$ cat config.mk
export PLATFORM = sky130hd
export DESIGN_NAME = srtf_preemptive_scheduler_unit_flat
export DESIGN_NICKNAME = d
export VERILOG_FILES = /design/src/srtf_pkg.sv /design/src/srtf_if.sv /design/src/srtf_front.sv /design/src/srtf_fifo.sv /design/src/srtf_back.sv /design/src/srtf_preemptive_scheduler_unit.sv /design/src/flat_wrapper.sv
export SDC_FILE = /design/constraint.sdc
export NUM_CORES = 1
export LEC_CHECK = 0
export BUFFER_PORTS_ARGS = -buffer_cell sky130_fd_sc_hd__buf_4
export CAP_MARGIN = 20
export CELL_PAD_IN_SITES_DETAIL_PLACEMENT = 1
export CELL_PAD_IN_SITES_GLOBAL_PLACEMENT = 2
export CORE_MARGIN = 4
export CORE_UTILIZATION = 53
export CTS_CLUSTER_SIZE = 10
export DETAILED_ROUTE_END_ITERATION = 7
export PLACE_DENSITY_LB_ADDON = 0.08
export SETUP_SLACK_MARGIN = 0.05
export SLEW_MARGIN = 20
export SYNTH_ARGS = -nofsm -noshare
export SYNTH_HDL_FRONTEND = slang
export SYNTH_SLANG_ARGS = --single-unit
$ cat constraint.sdc
create_clock -name clk -period 12.2 [get_ports clk]
set_input_delay 0.61 -clock clk [delete_from_list [all_inputs] [get_ports clk]]
set_output_delay 0.61 -clock clk [all_outputs]
set_load 0.01 [all_outputs]
$ cat src/srtf_pkg.sv
package srtf_pkg;

    localparam int MAX_PROCS = 16;

    localparam int ARR_W     = 16;
    localparam int BURST_W   = 16;
    localparam int TIME_W    = 21;
    localparam int OUT_IDX_W = 4;

    localparam int JOB_IDX_W = (MAX_PROCS > 1) ? $clog2(MAX_PROCS) : 1;
    localparam int JOB_CNT_W = $clog2(MAX_PROCS + 1);

    // latest tick: last arrival plus every burst
    localparam int TICK_SPAN_W = BURST_W + $clog2(MAX_PROCS + 1);
    localparam int TICK_W      = (TICK_SPAN_W > TIME_W) ? TICK_SPAN_W : TIME_W;

    // queue depth must be a power of two (pointers wrap)
    localparam int QUEUE_DEPTH = 2;
    localparam int QPTR_W      = (QUEUE_DEPTH > 1) ? $clog2(QUEUE_DEPTH) : 1;
    localparam int QCNT_W      = $clog2(QUEUE_DEPTH + 1);

    typedef struct packed {
        logic [ARR_W-1:0]   arrival;
        logic [BURST_W-1:0] burst;
        logic               keep;   // job fits in the table
        logic               last;   // starts the run
    } job_item_t;

    typedef struct packed {
        logic full;
        logic empty;
    } q_flags_t;

    typedef enum logic [1:0] {
        ST_LOAD,
        ST_SCAN,
        ST_STEP,
        ST_EMIT
    } back_state_t;

endpackage

$ cat src/srtf_if.sv
interface srtf_in_if;
    import srtf_pkg::*;

    logic               valid;
    logic               ready;
    logic [ARR_W-1:0]   arrive_tick;
    logic [BURST_W-1:0] burst_len;
    logic               last_job;

    modport source (output valid, output arrive_tick, output burst_len,
                    output last_job, input ready);
    modport sink   (input valid, input arrive_tick, input burst_len,
                    input last_job, output ready);
endinterface

interface srtf_out_if;
    import srtf_pkg::*;

    logic                 valid;
    logic                 ready;
    logic [OUT_IDX_W-1:0] job_index;
    logic [TIME_W-1:0]    finish_tick;
    logic [TIME_W-1:0]    turn_ticks;
    logic [TIME_W-1:0]    wait_time;
    logic                 last_result;

    modport source (output valid, output job_index, output finish_tick,
                    output turn_ticks, output wait_time, output last_result,
                    input ready);
    modport sink   (input valid, input job_index, input finish_tick,
                    input turn_ticks, input wait_time, input last_result,
                    output ready);
endinterface

$ cat src/srtf_front.sv
module srtf_front (
    input  logic                clk,
    input  logic                rst_n,
    srtf_in_if.sink             jobs,
    input  srtf_pkg::q_flags_t  q_flags,
    output logic                push,
    output srtf_pkg::job_item_t push_item
);
    import srtf_pkg::*;

    logic [JOB_CNT_W-1:0] held_reg, held_next;
    logic                 xfer;
    logic                 room;

    assign jobs.ready = !q_flags.full;
    assign xfer       = jobs.valid && jobs.ready;
    assign room       = held_reg < JOB_CNT_W'(MAX_PROCS);

    // overflow jobs are dropped, but a dropped last still starts the run
    assign push = xfer && (room || jobs.last_job);

    always_comb
    begin
        push_item.arrival = jobs.arrive_tick;
        push_item.burst   = jobs.burst_len;
        push_item.keep    = room;
        push_item.last    = jobs.last_job;
    end

    always_comb
    begin
        held_next = held_reg;
        if (xfer)
        begin
            if (jobs.last_job)
                held_next = '0;
            else if (room)
                held_next = held_reg + 1'b1;
        end
    end

    always_ff @(posedge clk or negedge rst_n)
    begin
        if (!rst_n)
            held_reg <= '0;
        else
            held_reg <= held_next;
    end

endmodule

$ cat src/srtf_fifo.sv
module srtf_fifo (
    input  logic                clk,
    input  logic                rst_n,
    input  logic                push,
    input  srtf_pkg::job_item_t push_item,
    input  logic                pop,
    output srtf_pkg::job_item_t head,
    output srtf_pkg::q_flags_t  q_flags
);
    import srtf_pkg::*;

    job_item_t         slot_mem [QUEUE_DEPTH];
    logic [QPTR_W-1:0] wr_ptr_reg, wr_ptr_next;
    logic [QPTR_W-1:0] rd_ptr_reg, rd_ptr_next;
    logic [QCNT_W-1:0] cnt_reg, cnt_next;
    logic              do_push, do_pop;

    assign q_flags.full  = cnt_reg == QCNT_W'(QUEUE_DEPTH);
    assign q_flags.empty = cnt_reg == '0;
    assign do_push       = push && !q_flags.full;
    assign do_pop        = pop && !q_flags.empty;
    assign head          = slot_mem[rd_ptr_reg];

    always_comb
    begin
        wr_ptr_next = do_push ? wr_ptr_reg + 1'b1 : wr_ptr_reg;
        rd_ptr_next = do_pop ? rd_ptr_reg + 1'b1 : rd_ptr_reg;
        cnt_next    = cnt_reg;
        if (do_push && !do_pop)
            cnt_next = cnt_reg + 1'b1;
        else if (do_pop && !do_push)
            cnt_next = cnt_reg - 1'b1;
    end

    always_ff @(posedge clk)
    begin
        if (do_push)
            slot_mem[wr_ptr_reg] <= push_item;
    end

    always_ff @(posedge clk or negedge rst_n)
    begin
        if (!rst_n)
        begin
            wr_ptr_reg <= '0;
            rd_ptr_reg <= '0;
            cnt_reg    <= '0;
        end
        else
        begin
            wr_ptr_reg <= wr_ptr_next;
            rd_ptr_reg <= rd_ptr_next;
            cnt_reg    <= cnt_next;
        end
    end

endmodule

$ cat src/srtf_back.sv
module srtf_back (
    input  logic                clk,
    input  logic                rst_n,
    input  srtf_pkg::job_item_t head,
    input  srtf_pkg::q_flags_t  q_flags,
    output logic                pop,
    srtf_out_if.source          results
);
    import srtf_pkg::*;

    // job table
    logic [ARR_W-1:0]   arr_mem   [MAX_PROCS];
    logic [BURST_W-1:0] burst_mem [MAX_PROCS];
    logic [BURST_W-1:0] rem_mem   [MAX_PROCS];
    logic [TICK_W-1:0]  fin_mem   [MAX_PROCS];

    back_state_t          state_reg, state_next;
    logic [JOB_CNT_W-1:0] job_cnt_reg, job_cnt_next;
    logic [JOB_IDX_W-1:0] idx_reg, idx_next;
    logic [TICK_W-1:0]    tick_reg, tick_next;
    logic                 found_reg, found_next;
    logic [BURST_W-1:0]   best_reg, best_next;
    logic [JOB_IDX_W-1:0] pick_reg, pick_next;
    logic                 have_reg, have_next;
    logic [ARR_W-1:0]     next_arr_reg, next_arr_next;

    logic                 out_valid_reg, out_valid_next;
    logic [OUT_IDX_W-1:0] out_idx_reg, out_idx_next;
    logic [TIME_W-1:0]    out_comp_reg, out_comp_next;
    logic [TIME_W-1:0]    out_turn_reg, out_turn_next;
    logic [TIME_W-1:0]    out_wait_reg, out_wait_next;
    logic                 out_last_reg, out_last_next;

    // table read at the scan / emit index
    logic [ARR_W-1:0]   rd_arr;
    logic [BURST_W-1:0] rd_burst;
    logic [BURST_W-1:0] rd_rem;
    logic [TICK_W-1:0]  rd_fin;

    logic [JOB_CNT_W-1:0]           cnt_m1;
    logic                           at_end;
    logic                           first;
    logic                           live, arrived;
    logic                           found_in, have_in;
    logic [TICK_W-1:0]              end_tick, next_tick, slice;
    logic                           preempt;
    logic                           slot_free;
    logic [TICK_W-1:0]              turn_full, wait_full;
    logic [JOB_IDX_W+OUT_IDX_W-1:0] idx_wide;

    logic                 ld_we;
    logic [JOB_IDX_W-1:0] ld_addr;
    logic                 rem_we, fin_we;
    logic [BURST_W-1:0]   rem_wdata;

    assign rd_arr   = arr_mem[idx_reg];
    assign rd_burst = burst_mem[idx_reg];
    assign rd_rem   = rem_mem[idx_reg];
    assign rd_fin   = fin_mem[idx_reg];

    assign cnt_m1 = job_cnt_reg - 1'b1;
    assign at_end = JOB_CNT_W'(idx_reg) == cnt_m1;
    assign first  = idx_reg == '0;
    assign ld_addr = job_cnt_reg[JOB_IDX_W-1:0];

    // scan: one job per cycle
    assign found_in = found_reg && !first;
    assign have_in  = have_reg && !first;
    assign live     = rd_rem != '0;
    assign arrived  = TICK_W'(rd_arr) <= tick_reg;

    // step
    assign end_tick  = tick_reg + TICK_W'(best_reg);
    assign next_tick = TICK_W'(next_arr_reg);
    assign preempt   = have_reg && (next_tick < end_tick);
    assign slice     = next_tick - tick_reg;

    // emit
    assign slot_free = !out_valid_reg || results.ready;
    assign turn_full = rd_fin - TICK_W'(rd_arr);
    assign wait_full = turn_full - TICK_W'(rd_burst);
    assign idx_wide  = {{OUT_IDX_W{1'b0}}, idx_reg};

    always_comb
    begin
        state_next = state_reg;
        case (state_reg)
            ST_LOAD:
                if (!q_flags.empty && head.last)
                    state_next = ST_SCAN;
            ST_SCAN:
                if (at_end)
                    state_next = ST_STEP;
            ST_STEP:
                if (!found_reg && !have_reg)
                    state_next = ST_EMIT;
                else
                    state_next = ST_SCAN;
            ST_EMIT:
                if (slot_free && at_end)
                    state_next = ST_LOAD;
            default:
                state_next = ST_LOAD;
        endcase
    end

    always_comb
    begin
        pop           = 1'b0;
        ld_we         = 1'b0;
        rem_we        = 1'b0;
        fin_we        = 1'b0;
        rem_wdata     = '0;
        job_cnt_next  = job_cnt_reg;
        idx_next      = idx_reg;
        tick_next     = tick_reg;
        found_next    = found_reg;
        best_next     = best_reg;
        pick_next     = pick_reg;
        have_next     = have_reg;
        next_arr_next = next_arr_reg;

        out_valid_next = out_valid_reg && !results.ready;
        out_idx_next   = out_idx_reg;
        out_comp_next  = out_comp_reg;
        out_turn_next  = out_turn_reg;
        out_wait_next  = out_wait_reg;
        out_last_next  = out_last_reg;

        case (state_reg)
            ST_LOAD:
            begin
                if (!q_flags.empty)
                begin
                    pop = 1'b1;
                    if (head.keep)
                    begin
                        ld_we        = 1'b1;
                        job_cnt_next = job_cnt_reg + 1'b1;
                    end
                    if (head.last)
                    begin
                        idx_next  = '0;
                        tick_next = '0;
                    end
                end
            end
            ST_SCAN:
            begin
                found_next = found_in || (live && arrived);
                have_next  = have_in || (live && !arrived);
                if (live && arrived && (!found_in || rd_rem < best_reg))
                begin
                    best_next = rd_rem;
                    pick_next = idx_reg;
                end
                if (live && !arrived && (!have_in || rd_arr < next_arr_reg))
                    next_arr_next = rd_arr;
                idx_next = at_end ? '0 : idx_reg + 1'b1;
            end
            ST_STEP:
            begin
                idx_next = '0;
                if (!found_reg)
                begin
                    // nothing ready: skip ahead to the next arrival
                    if (have_reg)
                        tick_next = next_tick;
                end
                else if (preempt)
                begin
                    rem_we    = 1'b1;
                    rem_wdata = best_reg - slice[BURST_W-1:0];
                    tick_next = next_tick;
                end
                else
                begin
                    rem_we    = 1'b1;
                    rem_wdata = '0;
                    fin_we    = 1'b1;
                    tick_next = end_tick;
                end
            end
            ST_EMIT:
            begin
                if (slot_free)
                begin
                    out_valid_next = 1'b1;
                    out_idx_next   = idx_wide[OUT_IDX_W-1:0];
                    out_comp_next  = rd_fin[TIME_W-1:0];
                    out_turn_next  = turn_full[TIME_W-1:0];
                    out_wait_next  = wait_full[TIME_W-1:0];
                    out_last_next  = at_end;
                    if (at_end)
                    begin
                        job_cnt_next = '0;
                        idx_next     = '0;
                    end
                    else
                    begin
                        idx_next = idx_reg + 1'b1;
                    end
                end
            end
            default:
            begin
                idx_next = '0;
            end
        endcase
    end

    assign results.valid       = out_valid_reg;
    assign results.job_index   = out_idx_reg;
    assign results.finish_tick = out_comp_reg;
    assign results.turn_ticks  = out_turn_reg;
    assign results.wait_time   = out_wait_reg;
    assign results.last_result = out_last_reg;

    always_ff @(posedge clk)
    begin
        if (ld_we)
        begin
            arr_mem[ld_addr]   <= head.arrival;
            burst_mem[ld_addr] <= head.burst;
            rem_mem[ld_addr]   <= head.burst;
            // zero-burst job finishes on arrival; others are overwritten later
            fin_mem[ld_addr]   <= TICK_W'(head.arrival);
        end
        if (rem_we)
            rem_mem[pick_reg] <= rem_wdata;
        if (fin_we)
            fin_mem[pick_reg] <= end_tick;
    end

    always_ff @(posedge clk)
    begin
        found_reg    <= found_next;
        best_reg     <= best_next;
        pick_reg     <= pick_next;
        have_reg     <= have_next;
        next_arr_reg <= next_arr_next;
        out_idx_reg  <= out_idx_next;
        out_comp_reg <= out_comp_next;
        out_turn_reg <= out_turn_next;
        out_wait_reg <= out_wait_next;
        out_last_reg <= out_last_next;
    end

    always_ff @(posedge clk or negedge rst_n)
    begin
        if (!rst_n)
        begin
            state_reg     <= ST_LOAD;
            job_cnt_reg   <= '0;
            idx_reg       <= '0;
            tick_reg      <= '0;
            out_valid_reg <= 1'b0;
        end
        else
        begin
            state_reg     <= state_next;
            job_cnt_reg   <= job_cnt_next;
            idx_reg       <= idx_next;
            tick_reg      <= tick_next;
            out_valid_reg <= out_valid_next;
        end
    end

endmodule

$ cat src/srtf_preemptive_scheduler_unit.sv
// Preemptive shortest-remaining-time-first scheduler. Each transfer on jobs loads one job
// (arrival tick, burst length); up to MAX_PROCS jobs are held and any beyond that are
// dropped. The transfer flagged last_job starts the run on the held jobs: time starts at
// tick 0, the arrived unfinished job with the least remaining time runs (ties to the
// lowest load index), idle time jumps to the next arrival, and a zero-burst job finishes
// at its arrival. Then one result per job leaves on results in load order, the final one
// with last_result set, and the block is ready for a new set. Jobs are loaded through a
// two-entry queue, which holds up to two jobs while the engine is busy; once it is full,
// jobs.ready drops. The run advances event by event (a completion or an arrival); each
// event scans the job table one entry per cycle and then updates the time and the picked
// job in a step state, after which the results are issued, each held until taken; new
// jobs queue up while this goes on and are loaded once the last result has been issued.
module srtf_preemptive_scheduler_unit (
    input  logic       clk,
    input  logic       rst_n,
    srtf_in_if.sink    jobs,
    srtf_out_if.source results
);
    import srtf_pkg::*;

    logic      push;
    job_item_t push_item;
    logic      pop;
    job_item_t head;
    q_flags_t  q_flags;

    // intake: accepts jobs, marks overflow, feeds the queue
    srtf_front u_front (
        .clk       (clk),
        .rst_n     (rst_n),
        .jobs      (jobs),
        .q_flags   (q_flags),
        .push      (push),
        .push_item (push_item)
    );

    // decouples intake from the scheduling engine
    srtf_fifo u_fifo (
        .clk       (clk),
        .rst_n     (rst_n),
        .push      (push),
        .push_item (push_item),
        .pop       (pop),
        .head      (head),
        .q_flags   (q_flags)
    );

    // job table, scheduling run and result output register
    srtf_back u_back (
        .clk     (clk),
        .rst_n   (rst_n),
        .head    (head),
        .q_flags (q_flags),
        .pop     (pop),
        .results (results)
    );

endmodule

$ cat src/flat_wrapper.sv
// flat-port wrapper written by rule: the top's interface ports become plain ports
module srtf_preemptive_scheduler_unit_flat import srtf_pkg::*;
  (clk, rst_n, jobs_valid, jobs_arrive_tick, jobs_burst_len, jobs_last_job, jobs_ready, results_valid, results_job_index, results_finish_tick, results_turn_ticks, results_wait_time, results_last_result, results_ready);
  srtf_in_if jobs_i ();
  srtf_out_if results_i ();
  input  logic clk;
  input  logic rst_n;
  input wire logic [$bits(jobs_i.valid)-1:0] jobs_valid;
  input wire logic [$bits(jobs_i.arrive_tick)-1:0] jobs_arrive_tick;
  input wire logic [$bits(jobs_i.burst_len)-1:0] jobs_burst_len;
  input wire logic [$bits(jobs_i.last_job)-1:0] jobs_last_job;
  output wire logic [$bits(jobs_i.ready)-1:0] jobs_ready;
  output wire logic [$bits(results_i.valid)-1:0] results_valid;
  output wire logic [$bits(results_i.job_index)-1:0] results_job_index;
  output wire logic [$bits(results_i.finish_tick)-1:0] results_finish_tick;
  output wire logic [$bits(results_i.turn_ticks)-1:0] results_turn_ticks;
  output wire logic [$bits(results_i.wait_time)-1:0] results_wait_time;
  output wire logic [$bits(results_i.last_result)-1:0] results_last_result;
  input wire logic [$bits(results_i.ready)-1:0] results_ready;
  assign jobs_i.valid = jobs_valid;
  assign jobs_i.arrive_tick = jobs_arrive_tick;
  assign jobs_i.burst_len = jobs_burst_len;
  assign jobs_i.last_job = jobs_last_job;
  assign jobs_ready = jobs_i.ready;
  assign results_valid = results_i.valid;
  assign results_job_index = results_i.job_index;
  assign results_finish_tick = results_i.finish_tick;
  assign results_turn_ticks = results_i.turn_ticks;
  assign results_wait_time = results_i.wait_time;
  assign results_last_result = results_i.last_result;
  assign results_i.ready = results_ready;
  srtf_preemptive_scheduler_unit u_core (.clk(clk), .rst_n(rst_n), .jobs(jobs_i), .results(results_i));
endmodule
==> results.py <==
metrics = {
    "yosys": {
        "synth_compound_area_frac": 0.0387,
        "synth-async-reset-ratio": 0.0318,
        "synth_top_family_by_area": "multiplexers",
        "netlist_top_cells_area": "edfxtp_1 69%, mux4_2 14%, ha_1 3.0%",
        "synth.avg_cell_area_um2": 19.2,
        "synth-edff-count": 1278,
        "ys_seq_area_frac": 0.713,
        "ys.flop_type": "edfxtp_1",
        "syn-cell-area_mm2": 0.0553,
        "synth_top_cell_area_share": 0.694,
        "synth_largest_area_cell": "edfxtp_1",
        "post_synth_inst_count": 2889,
        "synth_mux_area_frac": 0.147,
        "ys_seq_elements": 1320,
        "yosys.area_share.adder": 0.0365,
        "synth_cell_types": 80,
        "synth-xor-area-share": 0.0127,
        "yosys_warnings": 0,
        "synthSimpleGateAreaFrac": 0.0338,
        "synth_nets": 3075,
    },
    "placed_design": {
        "gp_congestion": 0.872,
        "port_buffers": 106,
        "dp.final_hpwl_um": 91900,
    },
    "routing": {
        "drt-initial-drc-count": 3185,
        "vias": 28700,
        "viasPerCell": 6.29,
        "first_pass_iters": 5,
        "drc": 0,
        "wl_per_cell_um": 32.1,
        "ant_nets": 0,
        "routed_wl_um": 146000,
    },
    "sta": {
        "finalCritPeriodShare": 0.592,
        "clock_skew_ns": 0.0341,
        "setup_viol": 0,
        "slew_headroom": 0.321,
        "timing.fmax_mhz": 139,
        "tightest_slew_ns": 1.01,
        "min_period_ns": 7.22,
        "drv_slew": 0,
        "rsz0062_at_grt": "false",
        "hold_viol_final": 0,
        "setup_tns_ns": 0,
    },
    "clocking": {
        "numCtsBuffers": 154,
        "clock-root-buffer": "clkbuf_16",
        "cts_tree": "built",
        "h-tree-depth": 4,
        "clk_path_buf_depth": 3,
        "clock-sinks": 1320,
        "clk_latency_ns": 0.77,
        "cts.clk_slew.worst_paths_ns": 0.05,
        "cts.repair.resized": 0,
    },
    "run_status": {
        "status": "completed",
    },
    "floorplanning": {
        "start_util": 0.534,
        "rows": 118,
        "die_w_um": 331,
        "core_mm2": 0.104,
        "die-area_mm2": 0.110,
        "io_pins": 107,
        "die_h_um": 331,
    },
    "worst_setup_path": {
        "required_ns": 12.68,
        "end_kind": "register",
        "setup.worst_path.class": "register to register",
        "cp_max_fo": 110,
        "start_kind": "register",
        "arrival_ns": 7.70,
    },
    "pwr": {
        "cellPowerDensity_mw_per_mm2": 308,
        "total_power_mw": 19.3,
        "ir_drop_mv": 0.308,
        "leakage_nw": 20.8,
    },
    "global_route": {
        "grt_overflow_total": 0,
        "grt_max_degree": 111,
        "grt_pass1_vias": 31000,
        "antenna_found_initial": 3,
        "grt_pass1_wl_um": 214000,
        "globalRouteTotalUtil": 0.275,
    },
    "layout": {
        "largest_reg_flops": 336,
        "area_growth_pct": 13.0,
        "drive_above_1_share": 0.249,
        "regMostFlops": "u_core.u_back.fin_mem",
        "nets": 3301,
        "final_cell_mix": "1278 x edfxtp_1, 340 x mux4_2, 172 x buf_4",
        "fin_util": 0.603,
        "layout_commonest_cell": "edfxtp_1",
    },
    "min_path": {
        "hold_path_class": "primary input to register",
    },
    "flow_run": {
        "maxCapViolCount": 0,
    },
}
metal layers:
layer  GRT usage  wire length [um]  vias up
met4       0.102              5250        2
met2       0.450             72200     1084
met1       0.370             58900    15300
met3      0.0542              9880      234
met5           0                 8        -
li1            -                 -    12100
what timing repair did:
| action | CTS | global route |
|---|---|---|
| hold endpoints to repair | 46 | 0 |
| buffers inserted | 0 | 0 |
| hold buffers | 4 | 0 |
worst max-delay path, cell delays in order (launching register included):
cell      delay (ns)
dfrtp_4         0.92
buf_12          0.68
mux4_2          0.60
mux4_2          0.50
inv_1           0.07
ha_1            0.17
inv_1           0.06
fa_1            0.40
a21o_1          0.17
a21oi_1         0.26
o21a_1          0.19
nor2_1          0.07
a31o_2          0.26
xor2_1          0.15
ha_1            0.35
and3_1          0.17
a21oi_1         0.12
o21ai_0         0.17
o41a_1          0.41
a311oi_1        0.42
nor3b_1         0.36
nand3_1         0.14
xnor2_1         0.16
synthesized netlist by cell type (4+ instances only):
library cell	count
o21a_1	31
clkbuf_1	57
or4_1	4
mux2_2	33
edfxtp_1	1278
mux2i_1	8
or2_2	4
o211ai_1	7
nand4_1	14
buf_1	11
or3_1	7
a221o_1	13
a211oi_1	13
o31ai_1	6
nor2_1	136
buf_2	34
xnor2_1	48
nor3_1	38
fa_1	18
a21o_1	35
nor2b_1	19
nand3_1	23
o21ai_0	43
ha_1	131
o21ai_1	6
o22ai_1	14
inv_1	145
nand2b_1	21
buf_6	6
nor4_1	6
and3_1	9
o21bai_1	5
a31oi_1	13
a21oi_1	82
dfrtp_1	42
xor2_1	32
and2_1	6
a41oi_1	4
mux4_2	340
nand2_1	77
final timing paths:
| check | from | endpoint | slack, ns | cells past startpoint |
|---|---|---|---|---|
| worst max-delay path | u_core.u_back.idx_reg[0] | u_core.u_back.results.wait_time[20] | 4.98 | 22 |
| worst min-delay path | jobs_arrive_tick[12] | u_core.u_fifo.slot_mem[0][30] | 0.05 | 1 |
| worst max register to register | u_core.u_back.idx_reg[0] | u_core.u_back.results.wait_time[20] | 4.98 | 22 |
| worst min register to register | u_core.u_fifo.cnt_reg[1] | u_core.u_fifo.cnt_reg[1] | 0.52 | 1 |
| max in group asynchronous | rst_n | u_core.u_back.idx_reg[0] | 11.09 | 2 |
| min in group asynchronous | rst_n | u_core.u_back.tick_reg[12] | 0.50 | 2 |
logic make-up after synthesis:
| logic type | count (synthesis) |
|---|---|
| xor+xnor | 80 |
| compound gates | 314 |
| flops | 1320 |
| simple gates | 387 |
| fa+ha+maj | 151 |
| buf+inv | 256 |
| mux | 381 |
power breakdown:
part	total, mW	switching [mW]	internal (mW)
clock	4.06	1.73	2.33
combinational	8.64	5.16	3.48
sequential	6.56	0.369	6.20
final cells by class:
type	instances	area, um^2
Clock buffer	194	4030
Antenna cell	1	2.50
Multi-Input combinational cell	1313	15100
Timing Repair Buffer	180	1400
Tap cell	1380	1730
Inverter	146	548
Fill cell	8843	41100
Sequential cell	1320	39400
Clock inverter	26	275
metrics by stage:
step / setup slack (ns) / hold slack (ns) / std cells / area, um^2
finish: 4.98 / 0.0494 / 4560 / 62500
CTS: 4.83 / 0.00109 / 4556 / 62500
floorplan: 5.47 / 0.314 / 2889 / 55300
global placement: 4.90 / 0.503 / 4332 / 58100
global route: 4.25 / 0.0163 / 4559 / 62500
detailed placement: 4.85 / 0.517 / 4332 / 58100
No activity file was read; power rests on OpenSTA's default activity.
